`src/rtl/assert_macros.svh`:
```
`ifndef ASSERT_MACROS_SVH
`define ASSERT_MACROS_SVH

`ifndef SYNTHESIS

// checked only while out of reset
`define ASSERT_RST(lbl, prop, msg) \
    lbl: assert property (@(posedge clk) disable iff (!rst_n) prop) \
        else $error(msg);

// checked on every edge, reset included
`define ASSERT_ALWAYS(lbl, prop, msg) \
    lbl: assert property (@(posedge clk) prop) \
        else $error(msg);

`else

`define ASSERT_RST(lbl, prop, msg)

`define ASSERT_ALWAYS(lbl, prop, msg)

`endif

`endif

```
`src/rtl/r2p_pkg.sv`:
```
package r2p_pkg;

    // sample and result fields
    localparam int DATA_W    = 16;
    localparam int MAG_W     = 16;
    localparam int PHASE_W   = 16;
    localparam int S_TDATA_W = 2 * DATA_W;
    localparam int M_TDATA_W = MAG_W + PHASE_W;

    // square root datapath
    localparam int SQ2_W      = 2 * DATA_W;
    localparam int SQ_W       = 2 * DATA_W + 1;
    localparam int ROOT_STEPS = DATA_W;

    // CORDIC datapath
    localparam int CORDIC_STAGES = 40;
    localparam int XY_FRAC       = 30;
    localparam int XY_W          = DATA_W + XY_FRAC + 3;
    localparam int Z_FRAC        = 40;
    localparam int Z_W           = 43;
    localparam int PH_W          = Z_W + 1;
    localparam int PH_FRAC       = 13;
    localparam int ROUND_SHIFT   = Z_FRAC - PH_FRAC;

    // output ranges
    localparam logic [MAG_W-1:0]          MAG_MAX   = MAG_W'(46341);
    localparam logic signed [PHASE_W-1:0] PHASE_MAX = PHASE_W'(25736);

    // arctangent series, Q60
    localparam logic [63:0]  ONE_Q60  = 64'd1 << 60;
    localparam int unsigned  MACHIN_A = 5;
    localparam int unsigned  MACHIN_B = 239;

    typedef struct packed {
        logic re_zero;
        logic re_neg;
        logic im_zero;
        logic im_neg;
        logic last;
    } r2p_flags_t;

    typedef struct packed {
        logic signed [XY_W-1:0] x;
        logic signed [XY_W-1:0] y;
        logic signed [Z_W-1:0]  z;
        logic [SQ_W-1:0]        rem;
        logic [SQ_W-1:0]        root;
        r2p_flags_t             flags;
    } r2p_pipe_t;

    typedef struct packed {
        logic [MAG_W-1:0]          magnitude;
        logic signed [PHASE_W-1:0] phase;
        logic                      last;
    } r2p_result_t;

    // restoring long division for the constant angle tables
    function automatic logic [63:0] udiv64(input logic [63:0] num, input logic [63:0] den);
        logic [63:0] quo;
        logic [64:0] rem;
        int          b;
        quo = '0;
        rem = '0;
        for (b = 63; b >= 0; b--) begin
            rem = {rem[63:0], num[b]};
            if (rem >= {1'b0, den}) begin
                rem    = rem - {1'b0, den};
                quo[b] = 1'b1;
            end
        end
        return quo;
    endfunction

    // atan(2^-k) in Q60 by the alternating series
    function automatic logic signed [63:0] atan_pow2_q60(input int unsigned k);
        logic [63:0]        t;
        logic [63:0]        odd;
        logic [63:0]        term;
        logic signed [63:0] sum;
        int                 j;
        t   = ONE_Q60 >> k;
        odd = 64'd1;
        sum = '0;
        for (j = 0; j < 64; j++) begin
            if (t != 64'd0) begin
                term = udiv64(t, odd);
                if (j[0] == 1'b0) sum = sum + $signed(term);
                else              sum = sum - $signed(term);
                t   = t >> (2 * k);
                odd = odd + 64'd2;
            end
        end
        return sum;
    endfunction

    // atan(1/5) or atan(1/239) in Q60
    function automatic logic signed [63:0] atan_machin_q60(input bit use_b);
        logic [63:0]        t;
        logic [63:0]        odd;
        logic [63:0]        term;
        logic [63:0]        n;
        logic signed [63:0] sum;
        int                 j;
        n   = use_b ? 64'(MACHIN_B) : 64'(MACHIN_A);
        t   = udiv64(ONE_Q60, n);
        odd = 64'd1;
        sum = '0;
        for (j = 0; j < 64; j++) begin
            if (t != 64'd0) begin
                term = udiv64(t, odd);
                if (j[0] == 1'b0) sum = sum + $signed(term);
                else              sum = sum - $signed(term);
                t   = udiv64(udiv64(t, n), n);
                odd = odd + 64'd2;
            end
        end
        return sum;
    endfunction

    function automatic logic signed [63:0] quarter_pi_q60();
        return 64'sd4 * atan_machin_q60(1'b0) - atan_machin_q60(1'b1);
    endfunction

    function automatic logic signed [63:0] q60_to_q40(input logic signed [63:0] v);
        return $signed((v + 64'sd524288) >>> 20);
    endfunction

    function automatic logic signed [63:0] atan_tab_q40(input int unsigned i);
        if (i == 0) return q60_to_q40(quarter_pi_q60());
        return q60_to_q40(atan_pow2_q60(i));
    endfunction

    localparam logic signed [PH_W-1:0] PI_Q40 =
        PH_W'(q60_to_q40(64'sd4 * quarter_pi_q60()));
    localparam logic signed [PH_W-1:0] HALF_PI_Q40 =
        PH_W'(q60_to_q40(64'sd2 * quarter_pi_q60()));

endpackage

```
`src/rtl/r2p_back.sv`:
```
module r2p_back (
    input  logic                   clk,
    input  logic                   rst_n,
    input  logic                   ce,
    input  logic                   in_valid,
    input  r2p_pkg::r2p_pipe_t     in_data,
    output logic                   out_valid,
    output r2p_pkg::r2p_result_t   out_data
);
    import r2p_pkg::*;

    localparam logic signed [PH_W-1:0] ROUND_HALF = PH_W'(1) <<< (ROUND_SHIFT - 1);

    logic signed [PH_W-1:0] z_ext, zc_next, rounded;
    logic [MAG_W-1:0]       mag_next;
    r2p_flags_t             fl;

    // stage C: quadrant fix-up, magnitude rounding
    logic                   c_valid_reg;
    logic signed [PH_W-1:0] zc_reg;
    logic [MAG_W-1:0]       c_mag_reg;
    logic                   c_last_reg;

    // stage D: phase rounding to Q2.13
    logic                   d_valid_reg;
    r2p_result_t            d_data_reg, d_data_next;

    assign fl    = in_data.flags;
    assign z_ext = PH_W'(in_data.z);

    always_comb
    begin
        if (fl.re_zero)
        begin
            if (fl.im_zero)     zc_next = '0;
            else if (fl.im_neg) zc_next = -HALF_PI_Q40;
            else                zc_next = HALF_PI_Q40;
        end
        else if (!fl.re_neg)
            zc_next = fl.im_neg ? -z_ext : z_ext;
        else
            zc_next = fl.im_neg ? (z_ext - PI_Q40) : (PI_Q40 - z_ext);
    end

    assign mag_next = in_data.root[MAG_W-1:0] + MAG_W'(in_data.rem > in_data.root);

    assign rounded = (zc_reg + ROUND_HALF) >>> ROUND_SHIFT;

    always_comb
    begin
        d_data_next.magnitude = c_mag_reg;
        d_data_next.phase     = rounded[PHASE_W-1:0];
        d_data_next.last      = c_last_reg;
    end

    always_ff @(posedge clk or negedge rst_n)
    begin
        if (!rst_n)
        begin
            c_valid_reg <= 1'b0;
            d_valid_reg <= 1'b0;
        end
        else if (ce)
        begin
            c_valid_reg <= in_valid;
            d_valid_reg <= c_valid_reg;
        end
    end

    always_ff @(posedge clk)
    begin
        if (ce)
        begin
            zc_reg     <= zc_next;
            c_mag_reg  <= mag_next;
            c_last_reg <= fl.last;
            d_data_reg <= d_data_next;
        end
    end

    assign out_valid = d_valid_reg;
    assign out_data  = d_data_reg;

endmodule

```
`config.mk`:
```
export PLATFORM = sky130hd
export DESIGN_NAME = r2p_back
export DESIGN_NICKNAME = d
export VERILOG_FILES = /design/src/rtl/assert_macros.svh /design/src/rtl/r2p_pkg.sv /design/src/rtl/r2p_back.sv
export SDC_FILE = /design/constraint.sdc
export NUM_CORES = 1
export LEC_CHECK = 0
export BUFFER_PORTS_ARGS = -buffer_cell sky130_fd_sc_hd__buf_2
export CELL_PAD_IN_SITES_DETAIL_PLACEMENT = 1
export CELL_PAD_IN_SITES_GLOBAL_PLACEMENT = 1
export CORE_MARGIN = 2
export CORE_UTILIZATION = 30
export CTS_BUF_LIST = sky130_fd_sc_hd__clkbuf_4 sky130_fd_sc_hd__clkbuf_8
export CTS_CLUSTER_DIAMETER = 120
export DETAILED_ROUTE_END_ITERATION = 10
export PLACE_DENSITY_LB_ADDON = 0.1
export SETUP_SLACK_MARGIN = 0.5
export SYNTH_ARGS = -nofsm -noshare
export SYNTH_HDL_FRONTEND = slang
export SYNTH_SLANG_ARGS = --single-unit
```
`constraint.sdc`:
```
create_clock -name clk -period 2.85 [get_ports clk]
set_input_delay 0 -clock clk [delete_from_list [all_inputs] [get_ports clk]]
set_output_delay 0 -clock clk [all_outputs]
set_load 0.03 [all_outputs]
```
==> impl_metrics.json <==
{
  "worst-path-buf-inv": 2,
  "rr_startpoint": "zc_reg[28]",
  "netlist_instances": 596,
  "tightest_slew_ps": 764,
  "area_delta_synth_final_pct": 31.2,
  "required_ps": 2930,
  "stdcell_count": 1006,
  "setup_violations": 0,
  "rsz0062_at_grt": "true",
  "skew_ps": 12.7,
  "drt_wl_total_um": 18900,
  "clkSlewWorstSetupHoldPaths_ps": 70,
  "drcViolationCount": 0,
  "crit_fanout": 3,
  "ys_warn_count": 0,
  "dp_cells": 970,
  "drt_iter0_markers": 265,
  "grt_pass1_wl_um": 29500,
  "p_leak_nw": 2.90,
  "grt_start_max_net_pins": 37,
  "synth.cell_area_mm2": 0.00547,
  "min-delay-start": "in_data[5]",
  "grt_pass1_vias": 5511,
  "hold_viol_final": 0,
  "grt_usage": 0.189,
  "period_share": 0.812,
  "drive_above_1_share": 0.311,
  "core_area_mm2": 0.0179,
  "crit_family": "simple AND/OR/NAND/NOR gates",
  "design_area_mm2": 0.00718,
  "crit_slowest_cell": "ha_2",
  "slew-limit-headroom": 0.491,
  "cp-end-kind": "register",
  "p_per_area_mw_per_mm2": 372,
  "path_class": "in -> reg",
  "fmax_ghz": 0.432,
  "num_rows": 49,
  "syn_nets": 848,
  "initial_utilization": 0.306,
  "min_to": "c_mag_reg[0]",
  "pre_cts_slack_ps": 36.6,
  "synth-seq-area-share": 0.377,
  "vdd_drop_max_uv": 351,
  "avgViaCountPerCell": 5.34,
  "numCtsBuffers": 9,
  "total_power_mw": 2.67,
  "portBuffers": 151,
  "drv_cap": 0,
  "worst_slack_ps": 536,
  "tns_ps": 0,
  "reg2reg_to": "out_data[13]",
  "synth_ff_type": "edfxtp_1",
  "clk_path_buf_depth": 2,
  "die_w_um": 139,
  "dr.pass1.iters": 4,
  "gr-total-overflow": 0,
  "synth-edff-count": 67,
  "tritoncts": "built",
  "path_cells": "buf_8, inv_4, ha_4, nand4_1, nor3_2, nand2_1, o211ai_1, o31ai_1, a31oi_1, ha_2, ha_4, nand2_4, nor2_4, nand4_1, nor3_2, xnor2_1",
  "r2r_slack_ps": 1110,
  "drv_slew": 0,
  "fin_nets": 1022,
  "largest_reg_flops": 33,
  "avgSynthCellArea_um2": 9.18,
  "dieArea_mm2": 0.0193,
  "synth-async-reset-ratio": 0.0290,
  "hp-class": "in -> reg",
  "clkSinkCount": 69,
  "die_h_um": 139,
  "status": "completed",
  "hpwlAfterDp_um": 15300,
  "pin_count": 250,
  "reg2reg_depth": 6,
  "vias": 5374,
  "clock-root-buffer": "clkbuf_8",
  "arrival_ps": 2400,
  "cts.htree.levels": 3,
  "wire_per_inst_um": 18.8,
  "critPathLaunchType": "input port",
  "antenna_found_initial": 2,
  "final_cell_mix": "142 x buf_2, 67 x edfxtp_1, 48 x nand2_1",
  "final_common_cell": "buf_2",
  "clk_latency_ps": 340,
  "holdPathStages": 2,
  "timing.final.crit_period_ps": 2310,
  "place_area_mm2": 0.00656,
  "cpPeakStageDelay_ps": 260,
  "drtAntennaViolNets": 0,
  "ys_seq_elements": 69,
  "gp_congestion": 0.887,
  "synth.distinct_cells": 69
}
## metal layers
metal | share of wire | up-vias | GRT usage
met5 | 0 | - | 0
met3 | 0.042 | 29 | 0.0224
met4 | 0.022 | 0 | 0.0675
met2 | 0.50 | 144 | 0.328
met1 | 0.44 | 2558 | 0.242
li1 | - | 2643 | -
## Yosys cell counts, types with 3 or more instances
cell	n	area (um^2)
o2111ai_1	3	26.3
nor3b_1	3	22.5
nand3_1	29	145
nand3b_1	3	22.5
nand4_1	14	87.6
o22ai_1	5	31.3
o21a_1	7	52.6
inv_1	39	146
nand2_1	50	188
o311ai_0	3	26.3
and2_1	4	25.0
ha_1	36	450
a21boi_0	5	37.5
o41ai_1	4	35.0
nor3_1	20	100
or4_1	6	45.0
edfxtp_1	67	2010
clkbuf_1	23	86.3
xor2_1	7	61.3
or3_1	4	25.0
o21bai_1	4	30.0
nor2b_1	5	31.3
o31ai_1	12	90.1
o211ai_1	14	105
and3_1	12	75.1
nor2_1	28	105
a21o_1	18	135
a31oi_1	4	25.0
a211o_1	3	26.3
xnor2_1	31	272
and4_1	4	35.0
o21ai_0	26	130
mux2_2	4	45.0
a211oi_1	7	52.6
nor4_1	17	106
or2_2	7	43.8
nand2b_1	3	18.8
a21oi_1	25	125
## final cells by class
type | count | area, um^2
repair buffers | 190 | 1140
well taps | 229 | 287
clock buffers | 9 | 124
multi-input cells | 461 | 3370
inverters | 39 | 151
fillers | 2103 | 10700
diodes | 2 | 5.00
clock inverters | 7 | 41.3
flip-flops and latches | 69 | 2060
## cell families after synthesis
| group | synth area share |
|---|---|
| DFF | 0.377 |
| buffers and inverters | 0.0471 |
| adders and majority gates | 0.0823 |
| muxes | 0.0101 |
| AOI/OAI and AO/OA | 0.208 |
| xor gates and xnor gates | 0.0608 |
| and+or+nand+nor | 0.214 |
## worst max-delay path by stage
stage,startpoint,endpoint,slack [ps],depth (start not counted)
2_1_floorplan,in_data[19],c_mag_reg[12],480,15
3_3_place_gp,in_data[7],c_mag_reg[14],80,16
3_5_place_dp,in_data[24],c_mag_reg[12],40,16
4_1_cts,in_data[17],c_mag_reg[10],500,16
5_1_grt,in_data[9],c_mag_reg[14],360,16
6_report,in_data[25],c_mag_reg[14],540,16
## what timing repair did
action / CTS / global route
resized for setup: 8 / 42
endpoints found under the hold margin: 13 / 0
setup buffers: 2 / 3
hold buffers: 13 / 0
endpoints found under the setup margin: 4 / 10
pin swaps: 9 / 26
## through the flow
step                      utilization  hold WS, ps
final                           0.401         53.9
after global routing            0.401         41.0
after CTS                       0.386         9.76
after detailed placement        0.367         -212
after global placement          0.367         -216
after floorplan                     -         -296
## power breakdown
group / switching, mW / leakage (nW) / internal (mW)
logic: 0.452 / 2.14 / 0.304
registers: 0.0378 / 0.678 / 1.23
clock network: 0.339 / 0.0821 / 0.309
total: 0.829 / 2.90 / 1.84
No activity file was read; power rests on OpenSTA's default activity.
