[src/rtl/assert_macros.svh]
`ifndef ASSERT_MACROS_SVH
`define ASSERT_MACROS_SVH

`ifndef SYNTHESIS

// checked only while out of reset
`define ASSERT_RST(lbl, prop, msg) \
    lbl: assert property (@(posedge clk) disable iff (!rst_n) prop) \
        else $error(msg);

// checked on every edge, reset included
`define ASSERT_ALWAYS(lbl, prop, msg) \
    lbl: assert property (@(posedge clk) prop) \
        else $error(msg);

`else

`define ASSERT_RST(lbl, prop, msg)

`define ASSERT_ALWAYS(lbl, prop, msg)

`endif

`endif

[src/rtl/r2p_pkg.sv]
package r2p_pkg;

    // sample and result fields
    localparam int DATA_W    = 16;
    localparam int MAG_W     = 16;
    localparam int PHASE_W   = 16;
    localparam int S_TDATA_W = 2 * DATA_W;
    localparam int M_TDATA_W = MAG_W + PHASE_W;

    // square root datapath
    localparam int SQ2_W      = 2 * DATA_W;
    localparam int SQ_W       = 2 * DATA_W + 1;
    localparam int ROOT_STEPS = DATA_W;

    // CORDIC datapath
    localparam int CORDIC_STAGES = 40;
    localparam int XY_FRAC       = 30;
    localparam int XY_W          = DATA_W + XY_FRAC + 3;
    localparam int Z_FRAC        = 40;
    localparam int Z_W           = 43;
    localparam int PH_W          = Z_W + 1;
    localparam int PH_FRAC       = 13;
    localparam int ROUND_SHIFT   = Z_FRAC - PH_FRAC;

    // output ranges
    localparam logic [MAG_W-1:0]          MAG_MAX   = MAG_W'(46341);
    localparam logic signed [PHASE_W-1:0] PHASE_MAX = PHASE_W'(25736);

    // arctangent series, Q60
    localparam logic [63:0]  ONE_Q60  = 64'd1 << 60;
    localparam int unsigned  MACHIN_A = 5;
    localparam int unsigned  MACHIN_B = 239;

    typedef struct packed {
        logic re_zero;
        logic re_neg;
        logic im_zero;
        logic im_neg;
        logic last;
    } r2p_flags_t;

    typedef struct packed {
        logic signed [XY_W-1:0] x;
        logic signed [XY_W-1:0] y;
        logic signed [Z_W-1:0]  z;
        logic [SQ_W-1:0]        rem;
        logic [SQ_W-1:0]        root;
        r2p_flags_t             flags;
    } r2p_pipe_t;

    typedef struct packed {
        logic [MAG_W-1:0]          magnitude;
        logic signed [PHASE_W-1:0] phase;
        logic                      last;
    } r2p_result_t;

    // restoring long division for the constant angle tables
    function automatic logic [63:0] udiv64(input logic [63:0] num, input logic [63:0] den);
        logic [63:0] quo;
        logic [64:0] rem;
        int          b;
        quo = '0;
        rem = '0;
        for (b = 63; b >= 0; b--) begin
            rem = {rem[63:0], num[b]};
            if (rem >= {1'b0, den}) begin
                rem    = rem - {1'b0, den};
                quo[b] = 1'b1;
            end
        end
        return quo;
    endfunction

    // atan(2^-k) in Q60 by the alternating series
    function automatic logic signed [63:0] atan_pow2_q60(input int unsigned k);
        logic [63:0]        t;
        logic [63:0]        odd;
        logic [63:0]        term;
        logic signed [63:0] sum;
        int                 j;
        t   = ONE_Q60 >> k;
        odd = 64'd1;
        sum = '0;
        for (j = 0; j < 64; j++) begin
            if (t != 64'd0) begin
                term = udiv64(t, odd);
                if (j[0] == 1'b0) sum = sum + $signed(term);
                else              sum = sum - $signed(term);
                t   = t >> (2 * k);
                odd = odd + 64'd2;
            end
        end
        return sum;
    endfunction

    // atan(1/5) or atan(1/239) in Q60
    function automatic logic signed [63:0] atan_machin_q60(input bit use_b);
        logic [63:0]        t;
        logic [63:0]        odd;
        logic [63:0]        term;
        logic [63:0]        n;
        logic signed [63:0] sum;
        int                 j;
        n   = use_b ? 64'(MACHIN_B) : 64'(MACHIN_A);
        t   = udiv64(ONE_Q60, n);
        odd = 64'd1;
        sum = '0;
        for (j = 0; j < 64; j++) begin
            if (t != 64'd0) begin
                term = udiv64(t, odd);
                if (j[0] == 1'b0) sum = sum + $signed(term);
                else              sum = sum - $signed(term);
                t   = udiv64(udiv64(t, n), n);
                odd = odd + 64'd2;
            end
        end
        return sum;
    endfunction

    function automatic logic signed [63:0] quarter_pi_q60();
        return 64'sd4 * atan_machin_q60(1'b0) - atan_machin_q60(1'b1);
    endfunction

    function automatic logic signed [63:0] q60_to_q40(input logic signed [63:0] v);
        return $signed((v + 64'sd524288) >>> 20);
    endfunction

    function automatic logic signed [63:0] atan_tab_q40(input int unsigned i);
        if (i == 0) return q60_to_q40(quarter_pi_q60());
        return q60_to_q40(atan_pow2_q60(i));
    endfunction

    localparam logic signed [PH_W-1:0] PI_Q40 =
        PH_W'(q60_to_q40(64'sd4 * quarter_pi_q60()));
    localparam logic signed [PH_W-1:0] HALF_PI_Q40 =
        PH_W'(q60_to_q40(64'sd2 * quarter_pi_q60()));

endpackage

[src/rtl/r2p_stage.sv]
module r2p_stage #(
    parameter int IDX = 0
) (
    input  logic                 clk,
    input  logic                 rst_n,
    input  logic                 ce,
    input  logic                 in_valid,
    input  r2p_pkg::r2p_pipe_t   in_data,
    output logic                 out_valid,
    output r2p_pkg::r2p_pipe_t   out_data
);
    import r2p_pkg::*;

    localparam logic signed [Z_W-1:0] ANG = Z_W'(atan_tab_q40(IDX));

    logic signed [XY_W-1:0] x_in, y_in, dx, dy;
    logic signed [Z_W-1:0]  z_in;
    logic [SQ_W-1:0]        rem_next, root_next;

    logic                   valid_reg;
    r2p_pipe_t              data_reg, data_next;

    assign x_in = in_data.x;
    assign y_in = in_data.y;
    assign z_in = in_data.z;
    assign dx   = y_in >>> IDX;
    assign dy   = x_in >>> IDX;

    // one root digit per stage while digits remain
    generate
        if (IDX < ROOT_STEPS)
        begin : g_root
            localparam logic [SQ_W-1:0] BIT = SQ_W'(1) << (2 * (ROOT_STEPS - 1 - IDX));
            logic [SQ_W-1:0] trial;
            assign trial = in_data.root + BIT;
            always_comb
            begin
                if (in_data.rem >= trial)
                begin
                    rem_next  = in_data.rem - trial;
                    root_next = (in_data.root >> 1) + BIT;
                end
                else
                begin
                    rem_next  = in_data.rem;
                    root_next = in_data.root >> 1;
                end
            end
        end
        else
        begin : g_pass
            assign rem_next  = in_data.rem;
            assign root_next = in_data.root;
        end
    endgenerate

    always_comb
    begin
        data_next.rem   = rem_next;
        data_next.root  = root_next;
        data_next.flags = in_data.flags;
        if (!y_in[XY_W-1])
        begin
            data_next.x = x_in + dx;
            data_next.y = y_in - dy;
            data_next.z = z_in + ANG;
        end
        else
        begin
            data_next.x = x_in - dx;
            data_next.y = y_in + dy;
            data_next.z = z_in - ANG;
        end
    end

    always_ff @(posedge clk or negedge rst_n)
    begin
        if (!rst_n)
            valid_reg <= 1'b0;
        else if (ce)
            valid_reg <= in_valid;
    end

    always_ff @(posedge clk)
    begin
        if (ce)
            data_reg <= data_next;
    end

    assign out_valid = valid_reg;
    assign out_data  = data_reg;

endmodule

[config.mk]
export PLATFORM = sky130hd
export DESIGN_NAME = r2p_stage
export DESIGN_NICKNAME = d
export VERILOG_FILES = /design/src/rtl/assert_macros.svh /design/src/rtl/r2p_pkg.sv /design/src/rtl/r2p_stage.sv
export SDC_FILE = /design/constraint.sdc
export NUM_CORES = 1
export LEC_CHECK = 0
export BUFFER_PORTS_ARGS = -buffer_cell sky130_fd_sc_hd__buf_2
export CAP_MARGIN = 20
export CORE_AREA = 2 2 227 229
export CTS_CLUSTER_DIAMETER = 40
export DETAILED_ROUTE_END_ITERATION = 7
export DIE_AREA = 0 0 229 231
export SLEW_MARGIN = 20
export SYNTH_ARGS = -nofsm -noshare
export SYNTH_HDL_FRONTEND = slang
export SYNTH_SLANG_ARGS = --single-unit
[constraint.sdc]
create_clock -name clk -period 1.45 [get_ports clk]
set_input_delay 0.145 -clock clk [delete_from_list [all_inputs] [get_ports clk]]
set_output_delay 0.145 -clock clk [all_outputs]
set_load 0.02 [all_outputs]
==> results.ini, run 1 <==
[finish]
fin_nets=4192
final_util_pct=73.50
drive_above_1_share_pct=55.30
seq_area_mm2=0.006361
area_growth_pct=85.64
multiInputGateArea_mm2=0.01629
fillCellCount=3627

[die]
die_h_um=231
start_util_pct=39.59
fp-row-count=83
pin_count=429
die_w_um=229
dieArea_mm2=0.05290
core_area_mm2=0.05068

[sta]
setup_violations=152
holdWs_ns=0.07185
fmax_mhz=403.9
worst_slew_pin_slew_ns=1.020
fin_tns_setup_ns=-102.19
fin_crit_sh_pct=170.7
fin_skew_ns=0
fin_ws_ns=-1.026
hold_viol_final=0
finalCriticalPeriod_ns=2.476
relSlewSlack_pct=31.98
final_max_slew_viol_count=0
rsz0062_at_grt=yes

[outcome]
status=finished, violations left
violations=negative setup slack

[worst_hold_path]
hp-class=primary input to flip-flop

[cts]
cts_buffers=45
clock_path_buffers=3
clk_latency_ns=0.60
cts_tree=yes
path_clk_slew_ns=0.05
cts-root-buf=clkbuf_16
cts_sinks=212
htree_levels=2

[synthesis]
synth_cells=2286
synthTopCellsByArea=edfxtp_1 (32%), ha_1 (15%), a21oi_1 (7.2%), xnor2_1 (5.5%), inv_1 (3.8%)
synth_area_leader_cell=edfxtp_1
async_flop_share_pct=0.4717
synth_largest_type_area_fraction_pct=31.58
ys_ff_latch=212
synth_common_cells=a21oi_1 (287), ha_1 (236), edfxtp_1 (211)
synthesis.area_mm2=0.02007
syn_nets=2743
synth_edf_count=211
synth.avg_cell_area_um2=8.778
synthMostInstantiatedCell=a21oi_1
ys_warn_count=0
synth_seq_area_share_pct=31.70
synth_cell_types=91
synth_flop_cell=edfxtp_1

[routing]
drtPass1Iterations=6
drt_wl_total_um=93060
ant_nets=0
drcViolationCount=0
routed_via_density=5.451
post_drt_wl_per_cell_um=20.87
first_iter_violations=1677
num_vias=24310

[worst_setup_path]
startpoint_type=primary input
end_kind=flip-flop
crit_required_ns=1.80
crit_chain=buf_12 -> buf_6 -> ha_4 -> fa_2 -> o21ai_2 -> a21o_1 -> a31oi_4 -> o41ai_4 -> a211oi_2 -> o311a_4 -> o31ai_4 -> a21oi_2 -> xnor2_1
cpMaxStageDelayCell=o311a_4
critPathMaxStageDelay_ns=0.38
path_class=primary input to flip-flop
cp.arrival_ns=2.83
path_max_fanout=3

[placement]
gp_congestion=1.002
io_buffers=428
dp_hpwl_um=67190

[grt]
antenna_found_initial=9
gr-total-overflow=0
grt_max_degree=66
grt_pass1_wl_um=136700
grt_usage_pct=32.75
grt_pass1_vias=24638

[run]
cap_violations=0

[power_and_ir_drop]
p_leak_nw=17.14
ir_worst_vdd_mv=0.8835
p_per_area_mw_per_mm2=953.7

[logic make-up (layout without fill, tap and decap cells)]
kind of cell / count (synthesis) / count (layout) / synth area share, %
flip-flops: 212 / 212 / 31.70
adder cells (fa/ha/maj): 241 / 241 / 15.21
XOR/XNOR: 159 / 159 / 6.940
buffers and inverters: 301 / 1787 / 5.824
AO/OA/AOI/OAI: 782 / 782 / 25.30
other: 0 / 8 / 0
AND/OR/NAND/NOR: 548 / 548 / 12.80
multiplexers: 43 / 43 / 2.214
[routing by layer]
metal | GRT usage [%] | part of all wire, %
met1 | 39.00 | 39
met2 | 58.13 | 50
met3 | 4.928 | 6.7
met4 | 14.96 | 5.0
met5 | 0 | 0
[worst paths after layout]
check                      cells past startpoint             startpoint                      end  slack, ns
max reg2reg                                    1  out_valid$_DFFE_PN0P_    out_valid$_DFFE_PN0P_       0.71
max                                           13           in_data[114]  out_data[203]$_DFFE_PP_      -1.03
min in group asynchronous                      3                  rst_n    out_valid$_DFFE_PN0P_       0.40
min                                            3           in_data[174]  out_data[174]$_DFFE_PP_       0.07
min reg2reg                                    1  out_valid$_DFFE_PN0P_    out_valid$_DFFE_PN0P_       0.51
max in group asynchronous                      3                  rst_n    out_valid$_DFFE_PN0P_       0.95
[flip-flops by register name, indices dropped and copies added, names as in the netlist]
name and flops:
out_data 211, out_valid 1
[area by class of cell]
cell class,instances,area share (%)
antenna,8,0.05374
clock buffer,48,3.080
clock inverter,36,1.139
inverter,210,2.422
multi-input combinational,1773,43.73
sequential,212,17.08
tap,680,2.284
timing repair buffer,1493,30.21
[through the flow]
stage	instances	power, W	instance area (µm²)	setup WS, ns
detailed placement	4164	0.02143	30380	-1.773
floorplan	2286	0.01526	21410	-1.368
global route	4458	0.03683	37240	-1.113
finish	4460	0.03552	37250	-1.026
global placement	4164	0.02128	30380	-1.731
CTS	4396	0.03414	35530	-0.9898
[layout by cell type, fill, tap and decap left out, types with 12 or more instances in the layout]
| cell type | netlist | layout |
|---|---|---|
| a21o_1 | 95 | 94 |
| a21oi_1 | 287 | 164 |
| a21oi_2 | 3 | 106 |
| a21oi_4 | 0 | 20 |
| a31oi_1 | 23 | 12 |
| and3_1 | 17 | 13 |
| buf_12 | 0 | 19 |
| buf_2 | 16 | 393 |
| buf_4 | 3 | 878 |
| buf_6 | 1 | 105 |
| buf_8 | 0 | 14 |
| clkbuf_16 | 0 | 45 |
| dlygate4sd3_1 | 0 | 78 |
| edfxtp_1 | 211 | 211 |
| ha_1 | 236 | 170 |
| ha_4 | 0 | 60 |
| inv_1 | 203 | 165 |
| inv_2 | 3 | 23 |
| inv_8 | 0 | 12 |
| mux2i_1 | 32 | 22 |
| nand2_1 | 135 | 116 |
| nand2_2 | 1 | 12 |
| nand2b_1 | 21 | 16 |
| nand3_1 | 29 | 27 |
| nand4_1 | 30 | 30 |
| nor2_1 | 185 | 135 |
| nor2_2 | 1 | 15 |
| nor2_4 | 0 | 36 |
| nor3_1 | 46 | 34 |
| nor4_1 | 24 | 15 |
| o211ai_1 | 17 | 17 |
| o21a_1 | 12 | 12 |
| o21ai_0 | 128 | 56 |
| o21ai_1 | 5 | 28 |
| o21ai_2 | 0 | 38 |
| o21bai_1 | 56 | 51 |
| xnor2_1 | 127 | 101 |
| xnor2_2 | 0 | 26 |
| xor2_1 | 32 | 29 |
[power by group]
| part | internal, W | switching (W) | leakage [nW] |
|---|---|---|---|
| clock | 0.00680 | 0.00406 | 0.744 |
| combinational | 0.00765 | 0.00864 | 14.3 |
| sequential | 0.00802 | 0.000353 | 2.08 |
| total | 0.0225 | 0.0130 | 17.1 |
[worst max-delay path: cells and delay by family]
family,cells,cell delay (ns)
buf+inv,2,0.22
fa+ha+maj,2,0.49
xor+xnor,1,0.16
compound gates,8,1.80
[timing repair]
item,4_1_cts,5_1_grt
cloned,7,0
pin swaps,236,223
hold buffers,77,1
endpoints found under the setup margin,161,158
resized for setup,467,289
setup buffers,77,75
endpoints found under the hold margin,84,1
Note: power is estimated with default switching activity, not from simulation.
==> inputs of run 2 (changes only) <==
--- a/config.mk
+++ b/config.mk
@@ -8,9 +8,11 @@
 export BUFFER_PORTS_ARGS = -buffer_cell sky130_fd_sc_hd__buf_2
 export CAP_MARGIN = 20
 export CORE_AREA = 2 2 227 229
+export CTS_BUF_LIST = sky130_fd_sc_hd__clkbuf_16
 export CTS_CLUSTER_DIAMETER = 40
 export DETAILED_ROUTE_END_ITERATION = 7
 export DIE_AREA = 0 0 229 231
+export HOLD_SLACK_MARGIN = 0.12
 export SLEW_MARGIN = 20
 export SYNTH_ARGS = -nofsm -noshare
 export SYNTH_HDL_FRONTEND = slang
==> results.ini, run 2 (synthesis results as in run 1) <==
[routing]
drtPass1Iterations=5  ; -1
met2_length_um=46520  ; +0.62%
met3WireLength_um=6289  ; +1.3%
first_iter_violations=2009  ; +20%
drcViolationCount=0  ; unchanged
num_vias=24439  ; +0.53%
drt-met1-wl_um=36440  ; +1.3%
ant_nets=0  ; unchanged
routed_via_density=5.477  ; +0.49%
drt_wl_total_um=94680  ; +1.7%
topRoutingLayerUsed=met4
post_drt_wl_per_cell_um=21.22  ; +1.7%

[sta]
setup_violations=153  ; +0.66%
worst_slew_pin_slew_ns=0.9567  ; -0.06358 ns
final_max_slew_viol_count=0  ; unchanged
relSlewSlack_pct=36.22  ; +4.2 points
fin_crit_sh_pct=173.3  ; +2.6 points
fin_ws_ns=-1.063  ; -0.03767 ns
fin_skew_ns=0  ; unchanged
hold_viol_final=0  ; unchanged
fmax_mhz=397.9  ; -1.5%
rsz0062_at_grt=yes
finalCriticalPeriod_ns=2.513  ; +0.03767 ns

[power_and_ir_drop]
p_leak_nw=17.12  ; about the same
ir_worst_vdd_mv=0.8845  ; +0.11%
p_per_area_mw_per_mm2=955.7  ; +0.21%

[placement]
gp_congestion=1.002  ; unchanged
place_area_mm2=0.03038  ; unchanged
placed_cells_incl_taps=4164  ; unchanged
dp_hpwl_um=67190  ; unchanged
io_buffers=428  ; unchanged

[die]
start_util_pct=39.59  ; unchanged
pin_count=429  ; unchanged
dieArea_mm2=0.05290  ; unchanged
fp-row-count=83  ; unchanged
core_area_mm2=0.05068  ; unchanged
die_h_um=231  ; unchanged
die_w_um=229  ; unchanged

[worst_setup_path]
rr_startpoint=out_valid$_DFFE_PN0P_
cp.arrival_ns=2.86  ; +0.03 ns
crit_chain=buf_8 -> inv_4 -> ha_4 -> a21o_1 -> o21bai_1 -> a221o_1 -> a21oi_2 -> nand3b_1 -> o211ai_1 -> o21ai_2 -> a21o_4 -> buf_12 -> mux2_4
critPathMaxStageDelay_ns=0.40  ; +0.02 ns
path_max_fanout=8  ; +5
reg2reg_to=out_valid$_DFFE_PN0P_
rr_worst_depth=1  ; unchanged
startpoint_type=primary input
path_class=primary input to flip-flop
end_kind=flip-flop
rrSetupSlack_ns=0.70  ; about the same
crit_required_ns=1.80  ; about the same
cpMaxStageDelayCell=o211ai_1

[cts]
cts-root-buf=clkbuf_16
htree_levels=2  ; unchanged
cts_tree=yes
cts_buffers=45  ; unchanged
path_clk_slew_ns=0.06  ; about the same
cts_sinks=212  ; unchanged
clock_path_buffers=3  ; unchanged
clk_latency_ns=0.60  ; about the same

[worst_hold_path]
min_from=in_data[75]
hp-class=primary input to flip-flop
hold-path-endpoint=out_data[75]$_DFFE_PP_
min_path_cells=5  ; +2

[grt]
antenna_found_initial=11  ; +2
gr-total-overflow=0  ; unchanged
grt_usage_pct=33.05  ; +0.30 points
grt_max_degree=66  ; unchanged
grt_pass1_vias=24785  ; +0.60%
grt_pass1_wl_um=137400  ; +0.48%

[finish]
fin_nets=4191  ; -0.024%
stdcell_count=4462  ; +0.045%
layout_common_cells=buf_4 (860), buf_2 (396), edfxtp_1 (211), ha_1 (171)
largest_reg_flops=211  ; unchanged
final_common_cell=buf_4
final_cell_area_mm2=0.03724  ; about the same
final_util_pct=73.48  ; about the same
area_growth_pct=85.58  ; about the same
drive_above_1_share_pct=55.26  ; about the same

[outcome]
violations=negative setup slack
status=finished, violations left

[run]
cap_violations=0  ; unchanged

-- run 2: critical path, delay by kind of cell --
family	cells	cell delay, ns
simple gates	1	0.12
mux	1	0.29
buf+inv	3	0.33
compound gates	7	1.77
fa+ha+maj	1	0.19
-- run 2: cell type report --
cell class	instances	area, µm²
well taps	680	850.8
diodes	11	27.53
fillers	3620	13440
flip-flops and latches	212	6361
clock buffers	45	1126
repair buffers	1492	11290
inverters	210	904.6
clock inverters	39	435.4
multi-input cells	1773	16240
-- run 2: worst max path at each step --
stage	startpoint	endpoint	cells past startpoint	slack [ns]
after global placement	in_data[134]	out_data[199]$_DFFE_PP_	13	-1.73
final	in_data[17]	out_data[63]$_DFFE_PP_	13	-1.06
after floorplan	in_data[162]	out_data[107]$_DFFE_PP_	15	-1.37
after CTS	in_data[115]	out_data[208]$_DFFE_PP_	14	-0.99
after global routing	in_data[17]	out_data[63]$_DFFE_PP_	13	-1.15
after detailed placement	in_data[115]	out_data[208]$_DFFE_PP_	14	-1.77
-- run 2: repair_timing --
item                                    in CTS  in global routing
endpoints found under the setup margin     161                158
pin swaps                                  238                229
gates resized for setup                    459                299
hold endpoints to repair                   111                  1
setup buffers                               80                 71
gates cloned                                 7                  0
hold buffers                                82                  1
-- run 2: metrics by stage --
stage	TNS [ns]	setup WS (ns)	power, W	hold WS [ns]
finish	-111.54	-1.063	0.03559	0.1392
global route	-122.50	-1.148	0.03684	0.1459
CTS	-90.80	-0.9898	0.03409	0.1204
detailed placement	-215.84	-1.773	0.02143	-0.07736
global placement	-212.52	-1.731	0.02128	-0.07918
floorplan	-137.65	-1.368	0.01526	-0.1506
-- run 2: routing by layer --
metal  up-vias  GRT usage, %
met5         -             0
met2      1125         57.69
met1     11775         38.89
li1      11234             -
met3       305         5.472
met4         0         17.53
-- run 2: power breakdown --
group / leakage (nW) / switching [W] / internal, W
sequential: 2.08 / 0.000357 / 0.00802
clock: 0.747 / 0.00409 / 0.00673
combinational: 14.3 / 0.00872 / 0.00766
==> inputs of run 3 (changes only) <==
--- a/config.mk
+++ b/config.mk
@@ -13,6 +13,9 @@
 export DETAILED_ROUTE_END_ITERATION = 7
 export DIE_AREA = 0 0 229 231
 export HOLD_SLACK_MARGIN = 0.12
+export REMOVE_ABC_BUFFERS = 1
+export SETUP_SLACK_MARGIN = 0.15
+export SKIP_LAST_GASP = 1
 export SLEW_MARGIN = 20
 export SYNTH_ARGS = -nofsm -noshare
 export SYNTH_HDL_FRONTEND = slang
==> results.ini, run 3 (synthesis results as in run 1) <==
[outcome]
status=finished, violations left
violations=negative setup slack

[sta]
hold_viol_final=0  ; unchanged
relSlewSlack_pct=36.41  ; +0.19 points
rsz0062_at_grt=yes
setup_violations=153  ; unchanged
finalCriticalPeriod_ns=2.533  ; +0.01988 ns
fmax_mhz=394.7  ; -0.78%
fin_ws_ns=-1.083  ; -0.01988 ns
fin_skew_ns=0  ; unchanged
final_max_slew_viol_count=0  ; unchanged
worst_slew_pin_slew_ns=0.9538  ; -0.002871 ns
fin_crit_sh_pct=174.7  ; +1.4 points

[placement]
gp_congestion=0.9995  ; -0.24%
io_buffers=428  ; unchanged
placed_cells_incl_taps=4149  ; -0.36%
dp_hpwl_um=66220  ; -1.4%

[routing]
drt-met1-wl_um=36700  ; +0.70%
drtPass1Iterations=6  ; +1
num_vias=24648  ; +0.86%
topRoutingLayerUsed=met5
first_iter_violations=2047  ; +1.9%
ant_nets=0  ; unchanged
drcViolationCount=0  ; unchanged
drt_wl_total_um=93810  ; -0.92%
post_drt_wl_per_cell_um=21.10  ; -0.54%
met3WireLength_um=6651  ; +5.8%
met2_length_um=45250  ; -2.7%
routed_via_density=5.545  ; +1.2%

[grt]
grt_pass1_wl_um=129900  ; -5.5%
gr-total-overflow=0  ; unchanged
grt_max_degree=57  ; -14%
antenna_found_initial=11  ; unchanged
grt_usage_pct=31.14  ; -1.9 points
grt_pass1_vias=23774  ; -4.1%

[finish]
layout_common_cells=buf_4 (879), buf_2 (361), edfxtp_1 (211), a21oi_1 (183), ha_1 (167)
largest_reg_flops=211  ; unchanged
fin_nets=4179  ; -0.29%
seq_area_mm2=0.006361  ; unchanged
drive_above_1_share_pct=53.81  ; -1.5 points
fillCellCount=3552  ; -1.9%
multiInputGateArea_mm2=0.01599  ; -1.6%
stdcell_count=4445  ; -0.38%
area_growth_pct=83.67
final_common_cell=buf_4

[power_and_ir_drop]
power.total_w=0.03501  ; -1.6%
ir_worst_vdd_mv=0.9116  ; +3.1%
p_per_area_mw_per_mm2=950.0  ; -0.60%
p_leak_nw=16.95  ; -1.0%

[cts]
path_clk_slew_ns=0.06  ; about the same
clock_path_buffers=3  ; unchanged
cts_buffers=43  ; -4.4%
htree_levels=2  ; unchanged
cts_sinks=212  ; unchanged
clk_latency_ns=0.58  ; -0.02 ns
cts_tree=yes
cts-root-buf=clkbuf_16

[worst_setup_path]
startpoint_type=primary input
crit_required_ns=1.78  ; -0.02 ns
rr_worst_depth=1  ; unchanged
path_class=primary input to flip-flop
path_max_fanout=4  ; -4
rrSetupSlack_ns=0.71  ; about the same
end_kind=flip-flop
rr_startpoint=out_valid$_DFFE_PN0P_
reg2reg_to=out_valid$_DFFE_PN0P_
cp.arrival_ns=2.86  ; about the same

[die]
die_w_um=229  ; unchanged
core_area_mm2=0.05068  ; unchanged
die_h_um=231  ; unchanged
dieArea_mm2=0.05290  ; unchanged
start_util_pct=39.59  ; unchanged
pin_count=429  ; unchanged
fp-row-count=83  ; unchanged

[run]
cap_violations=0  ; unchanged

[worst_hold_path]
min_path_cells=4  ; -1
hp-class=primary input to flip-flop
hold-path-endpoint=out_data[75]$_DFFE_PP_
min_from=in_data[75]

-- run 3: cell type report --
type / count / area share [%]
antenna: 9 / 0.06111
timing repair buffer: 1482 / 30.63
multi-input combinational: 1773 / 43.38
tap: 680 / 2.309
clock inverter: 36 / 1.117
clock buffer: 43 / 2.920
sequential: 212 / 17.26
inverter: 210 / 2.329
-- run 3: worst max-delay path by stage --
stage | from | end | slack [ns] | depth (start not counted)
6_report | in_data[163] | out_data[203]$_DFFE_PP_ | -1.08 | 15
2_1_floorplan | in_data[162] | out_data[112]$_DFFE_PP_ | -2.62 | 12
5_1_grt | in_data[163] | out_data[203]$_DFFE_PP_ | -1.15 | 15
3_5_place_dp | in_data[115] | out_data[159]$_DFFE_PP_ | -2.12 | 14
4_1_cts | in_data[163] | out_data[203]$_DFFE_PP_ | -1.08 | 15
3_3_place_gp | in_data[115] | out_data[159]$_DFFE_PP_ | -2.15 | 14
-- run 3: where the power goes --
part           internal, W  switching [W]  total, W
logic              0.00760        0.00858    0.0162
clock network      0.00647        0.00392    0.0104
registers          0.00803       0.000413   0.00844
-- run 3: routing by layer --
metal	up-vias	GRT usage, %
li1	11233	-
met1	11845	38.39
met2	1234	53.37
met3	332	4.558
met4	4	15.04
met5	-	0
-- run 3: timing repair --
| action | 4_1_cts | 5_1_grt |
|---|---|---|
| setup buffers | 42 | 79 |
| endpoints found under the hold margin | 94 | 2 |
| gates resized for setup | 321 | 680 |
| setup endpoints to repair | 215 | 222 |
| gates cloned | 2 | 4 |
| hold buffers | 79 | 2 |
| pin swaps | 122 | 237 |
-- run 3: per-stage QoR --
stage / TNS (ns) / setup WS [ns] / instance area, µm² / util, % / hold WS, ns
global route: -116.30 / -1.151 / 36850 / 72.72 / 0.1394
finish: -108.84 / -1.083 / 36850 / 72.72 / 0.1342
detailed placement: -248.21 / -2.121 / 29110 / 57.43 / -0.07989
CTS: -109.89 / -1.078 / 33190 / 65.48 / 0.1152
floorplan: -227.84 / -2.618 / 19690 / - / -0.1506
global placement: -244.19 / -2.146 / 29110 / 57.43 / -0.08056
-- run 3: critical path, stage by stage --
cell	delay (ns)
buf_8	0.10
inv_4	0.04
ha_4	0.16
fa_2	0.35
o21ai_2	0.16
a21o_1	0.22
a31oi_4	0.12
o41ai_2	0.28
buf_4	0.22
a211oi_2	0.06
buf_4	0.14
o311a_4	0.40
o31ai_4	0.23
a21oi_2	0.09
xnor2_1	0.13
